$ cat config.mk
export PLATFORM = sky130hd
export DESIGN_NAME = mi4_merge
export DESIGN_NICKNAME = d
export VERILOG_FILES = /design/src/rtl/mi4_pkg.sv /design/src/rtl/mi4_merge.sv
export SDC_FILE = /design/constraint.sdc
export NUM_CORES = 2
export LEC_CHECK = 0
export BUFFER_PORTS_ARGS = -buffer_cell sky130_fd_sc_hd__buf_2
export CORE_ASPECT_RATIO = 0.5
export CORE_MARGIN = 2
export CORE_UTILIZATION = 45
export DETAILED_ROUTE_END_ITERATION = 6
export PLACE_DENSITY = 0.66
export SYNTH_ARGS = -nofsm -noshare
export SYNTH_HDL_FRONTEND = slang
export SYNTH_SLANG_ARGS = --single-unit
$ cat constraint.sdc
create_clock -name clock -period 7.17 [get_ports clock]
set_input_delay 1.0755 -clock clock [delete_from_list [all_inputs] [get_ports clock]]
set_output_delay 1.0755 -clock clock [all_outputs]
set_load 0.005 [all_outputs]
$ cat src/rtl/mi4_pkg.sv
// ----------------------------------------------------------------------------
// mi4_pkg
// Shared widths, constants and types of the 4x4 matrix inverse block.
// ----------------------------------------------------------------------------
package mi4_pkg;

   localparam int DATA_WIDTH = 32;
   localparam int FRAC_BITS  = 16;
   localparam int NUM_COLS   = 4;
   localparam int ROW_W      = NUM_COLS * DATA_WIDTH;
   localparam int MUL_W      = DATA_WIDTH + 1;
   localparam int PROD_W     = 2 * MUL_W;
   localparam int COF_W      = 3 * DATA_WIDTH + 2;
   localparam int DET_W      = 4 * DATA_WIDTH + 4;
   localparam int QUO_W      = DATA_WIDTH + 1;
   localparam int REM_W      = DET_W + 1;
   localparam int NUM_SHIFT  = 2 * FRAC_BITS;
   localparam int DET_SHIFT  = 3 * FRAC_BITS;
   localparam int THR_W      = 31;

   localparam logic [THR_W-1:0] THR_RESET = THR_W'(((3 << FRAC_BITS) + 5) / 10);
   localparam logic [DATA_WIDTH-1:0] SAT_MAX = {1'b0, {(DATA_WIDTH-1){1'b1}}};
   localparam logic [DATA_WIDTH-1:0] SAT_MIN = {1'b1, {(DATA_WIDTH-1){1'b0}}};

   typedef struct packed {
      logic       start_cof;
      logic       det_en;
      logic [1:0] col;
      logic       start_div;
   } lane_ctrl_type;

endpackage

$ cat src/rtl/mi4_merge.sv
// ----------------------------------------------------------------------------
// mi4_merge
// Sums the four lane determinant terms and derives magnitude, the
// truncated Q16.16 determinant and the singular decision.
// ----------------------------------------------------------------------------
module mi4_merge import mi4_pkg::*; (
   input  logic                  clock,
   input  logic                  reset,
   input  logic                  start,
   input  logic [DET_W-1:0]      det_terms [NUM_COLS],
   input  logic [THR_W-1:0]      thresh,
   output logic                  done,
   output logic [DET_W-1:0]      det_mag,
   output logic                  det_neg,
   output logic [DATA_WIDTH-1:0] det_q,
   output logic                  singular
);

   logic [3:0]            v_ff, v_in;
   logic [DET_W-1:0]      sum01_ff, sum01_in;
   logic [DET_W-1:0]      sum23_ff, sum23_in;
   logic [DET_W-1:0]      det_ff, det_in;
   logic [DET_W-1:0]      mag_ff, mag_in;
   logic                  neg_ff, neg_in;
   logic [DATA_WIDTH-1:0] detq_ff, detq_in;
   logic                  sing_ff, sing_in;
   logic [DET_W-1:0]      mag_sh;
   logic [DET_W-1:0]      thr_scaled;

   assign v_in     = {v_ff[2:0], start};
   assign sum01_in = det_terms[0] + det_terms[1];
   assign sum23_in = det_terms[2] + det_terms[3];
   assign det_in   = sum01_ff + sum23_ff;
   assign neg_in   = det_ff[DET_W-1];
   assign mag_in   = det_ff[DET_W-1] ? (DET_W'(0) - det_ff) : det_ff;

   assign mag_sh     = mag_ff >> DET_SHIFT;
   assign thr_scaled = DET_W'(thresh) << DET_SHIFT;
   // A zero determinant is singular even with a zero threshold.
   assign sing_in    = (mag_ff == '0) || (mag_ff < thr_scaled);

   always_comb begin
      if (!neg_ff) begin
         detq_in = (mag_sh > DET_W'(SAT_MAX)) ? SAT_MAX : mag_sh[DATA_WIDTH-1:0];
      end else begin
         detq_in = (mag_sh > DET_W'(SAT_MIN)) ? SAT_MIN
                   : (DATA_WIDTH'(0) - mag_sh[DATA_WIDTH-1:0]);
      end
   end

   always_ff @(posedge clock) begin
      if (reset) begin
         v_ff <= '0;
      end else begin
         v_ff <= v_in;
      end
   end

   always_ff @(posedge clock) begin
      sum01_ff <= sum01_in;
      sum23_ff <= sum23_in;
      det_ff   <= det_in;
      mag_ff   <= mag_in;
      neg_ff   <= neg_in;
      if (v_ff[2]) begin
         detq_ff <= detq_in;
         sing_ff <= sing_in;
      end
   end

   assign done     = v_ff[3];
   assign det_mag  = mag_ff;
   assign det_neg  = neg_ff;
   assign det_q    = detq_ff;
   assign singular = sing_ff;

endmodule
==> run_results.csv <==
group,metric,value,unit
routing,drc,2,
power,p_clk_frac,0.169,
grt,use_met3,0.0835,
floorplan,start_util,0.452,
power,vdd_drop_max,218,µV
floorplan,die-area,98000,µm²
logic_synthesis,synth_most_common_cell,"a21oi_1",
logic_synthesis,async_flop_share,0,
logic_synthesis,ys_warn_count,0,
clocking,tritoncts,"yes",
worst_setup_path,startpoint_type,"flip-flop",
sta,max-slew-margin-rel,0.0641,
sta,skew,0.0366,ns
clocking,clk_pin_slew,0.07,ns
clocking,cts-root-buf,"clkbuf_16",
clocking,cts_resized,0,
power,power_frac_comb,0.504,
grt,grt_max_degree,68,
worst_setup_path,endpoint_kind,"flip-flop",
sta,worst_pin_slew,1.40,ns
clocking,worstSkewPairLatency,0.62,ns
finish,finish.utilization,0.518,
logic_synthesis,ys_seq_area_frac,0.272,
logic_synthesis,synth.avg_cell_area,7.86,µm²
worst_setup_path,cp-endpoint,"det_mag[127]",
floorplan,die_w,441,µm
logic_synthesis,synth_common_cells,"642 x a21oi_1, 533 x dfxtp_1, 466 x nand2_1, 425 x ha_1, 406 x o21ai_0",
routing,via_per_inst,6.17,
grt,track_usage,0.359,
worst_setup_path,r2r.worst_path.cells,12,
placement,gp_congestion,1.05,
status,status,"finished, violations left",
worst_setup_path,crit_start,"det_ff[63]",
worst_setup_path,cp.arrival,5.82,ns
sta,maxClockFrequency,187,MHz
floorplan,core_region_area,94900,µm²
grt,grt_pass1_vias,43400,
worst_setup_path,r2r_slack,1.83,ns
sta,finalHoldWorstSlack,0.421,ns
clocking,post_cts_buffers,0,
worst_setup_path,r2r_start,"det_ff[63]",
power,power.leakage,21.2,nW
routing,drtPass1Iterations,7,
logic_synthesis,synthesis.area,42900,µm²
worst_setup_path,r2r_end,"det_mag[127]",
logic_synthesis,syn_inst,5460,
sta,drv_slew,0,
logic_synthesis,synth.area.top_cells,"dfxtp_1 25%, ha_1 12%, a21oi_1 7.5%",
sta,fin_crit_sh,0.745,
worst_setup_path,critPathKind,"reg -> reg",
power,internal_power,9.35,mW
power,power,16.9,mW
routing,first_iter_violations,4351,
finish,area_delta_synth_final,14.5,%
sta,setup_viol,0,
finish,final_layout_size_suffix_gt1_frac,0.151,
grt,overflow,0,
clocking,h-tree-depth,2,
floorplan,ioPinCount,729,
worst_setup_path,crit_path_max_fanout,8,
clocking,cts_buffer_depth,3,
routing,vias,45200,
finish,fin_cells,7332,
power,power.density,345,nW/µm²
status,violations,"design-rule violations",
logic_synthesis,synth.distinct_cells,79,
logic_synthesis,synthFlopType,"dfxtp_1",
clocking,ctsHoldBuffers,0,
logic_synthesis,synth_edf_count,33,
floorplan,die_h,222,µm
clocking,cts_sinks,566,
hold_path,hold_depth,0,
clocking,cts_buffers,51,
logic_synthesis,synth_top_area_frac,0.249,
routing,antenna_left,0,
logic_synthesis,synth_nets,6450,
placement,dp.final_hpwl,156000,µm
logic_synthesis,yosys_register_bits,566,
run,maxCapViolCount,0,
sta,hold_viol,0,
sta,timing.setup.tns,0,ns
worst_setup_path,critPathRequiredTime,7.65,ns
power,swShare,0.448,
placement,portBuffers,728,
routing,wl_per_cell,25.1,µm
grt,grt_pass1_wl,270000,µm
finish,nets,7006,
grt,grt_antenna_before_repair,3,
floorplan,fp-row-count,80,
power,p_switching,7.59,mW
grt,use_met2,0.584,
power,p_seq_frac,0.327,
sta,period_needed,5.34,ns
routing,drt-total-wl,184000,µm
placement,placed_cells,7234,
sta,grt_setup_unrepaired,"false",
grt,top_usage_layer,"met2",
grt,grt_use_met1,0.460,
hold_path,hold_path.class,"reg -> reg",
logic_synthesis,synth_largest_area_cell,"dfxtp_1",
-- critical path, cell delays in order (launching register included) --
cell and delay, ns:
dfxtp_1 0.34, or4_1 0.61, nor4_1 0.37, nand2b_1 0.22, nor2_1 0.33, nand3_1 0.37, or3_1 0.65, nor4_1 0.74
nand4_1 0.46, and4b_1 0.41, nand3_1 0.15, o41ai_1 0.40, xnor2_1 0.14
-- power groups by stage --
stage	Sequential, mW	Combinational, mW	Clock, mW
floorplan	5.20	5.53	0
global placement	5.55	8.25	0
detailed placement	5.57	8.32	0
CTS	5.52	8.36	2.91
global route	5.66	9.22	3.03
finish	5.55	8.53	2.86
-- final cells by class --
cell class | instances | area, µm²
Inverter | 200 | 751
Timing Repair Buffer | 752 | 3820
Clock inverter | 24 | 235
Tap cell | 1271 | 1590
Clock buffer | 70 | 1490
Fill cell | 9250 | 45700
Antenna cell | 4 | 10.0
Multi-Input combinational cell | 4445 | 29600
Sequential cell | 566 | 11700
-- how the worst min path moves through the flow --
| stage | start | endpoint | slack, ns |
|---|---|---|---|
| 3_3_place_gp | det_ff[0] | det_mag[0] | 0.40 |
| 5_1_grt | det_ff[0] | det_mag[0] | 0.43 |
| 3_5_place_dp | det_ff[0] | det_mag[0] | 0.41 |
| 6_report | det_ff[0] | det_mag[0] | 0.42 |
| 4_1_cts | det_ff[0] | det_mag[0] | 0.42 |
| 2_1_floorplan | det_ff[131] | det_neg | 0.33 |
-- per-stage QoR --
step                      instance area (µm²)  setup WS, ns
after detailed placement                47400          1.55
after global routing                    49100          1.66
after global placement                  47400          1.64
after floorplan                         42900          2.74
final                                   49100          1.83
after CTS                               49100          2.00
-- cell usage in the layout, fill, tap and decap left out, drive strengths merged, types with 51 or more instances in the layout --
master | synthesis | final
a21o | 234 | 234
nor2 | 376 | 376
clkbuf | 245 | 70
inv | 200 | 207
o31ai | 77 | 77
ha | 425 | 425
a21oi | 642 | 642
nor4 | 65 | 65
nand4 | 232 | 232
o21ai | 408 | 408
buf | 4 | 752
o21a | 56 | 56
nor3 | 116 | 116
o21bai | 129 | 129
nand3 | 86 | 86
nand2 | 466 | 466
xnor2 | 354 | 354
or3 | 51 | 51
xor2 | 163 | 163
dfxtp | 533 | 533
-- registers in the layout, indices dropped and copies added, names as in the netlist --
register  flops
det_ff      132
det_mag     132
det_neg       1
det_q        32
singular      1
sum01_ff    132
sum23_ff    132
v_ff          4
-- metal layers --
layer  vias to the layer above  part of all wire
met2                      2042              0.45
met4                         0             0.043
met5                         -                 0
li1                      21200                 -
met1                     21700              0.42
met3                       359             0.086
-- kinds of logic (layout without fill, tap and decap cells) --
logic type,after synthesis,after routing,share of synthesized area
AOI/OAI and AO/OA,1871,1871,0.272
xor gates and xnor gates,517,517,0.105
adders and majority gates,428,428,0.125
buffers and inverters,449,1046,0.0393
DFF,566,566,0.272
muxes,1,1,0.000233
other,0,4,0
and+or+nand+nor,1628,1628,0.187
Note: power is estimated with default switching activity, not from simulation.
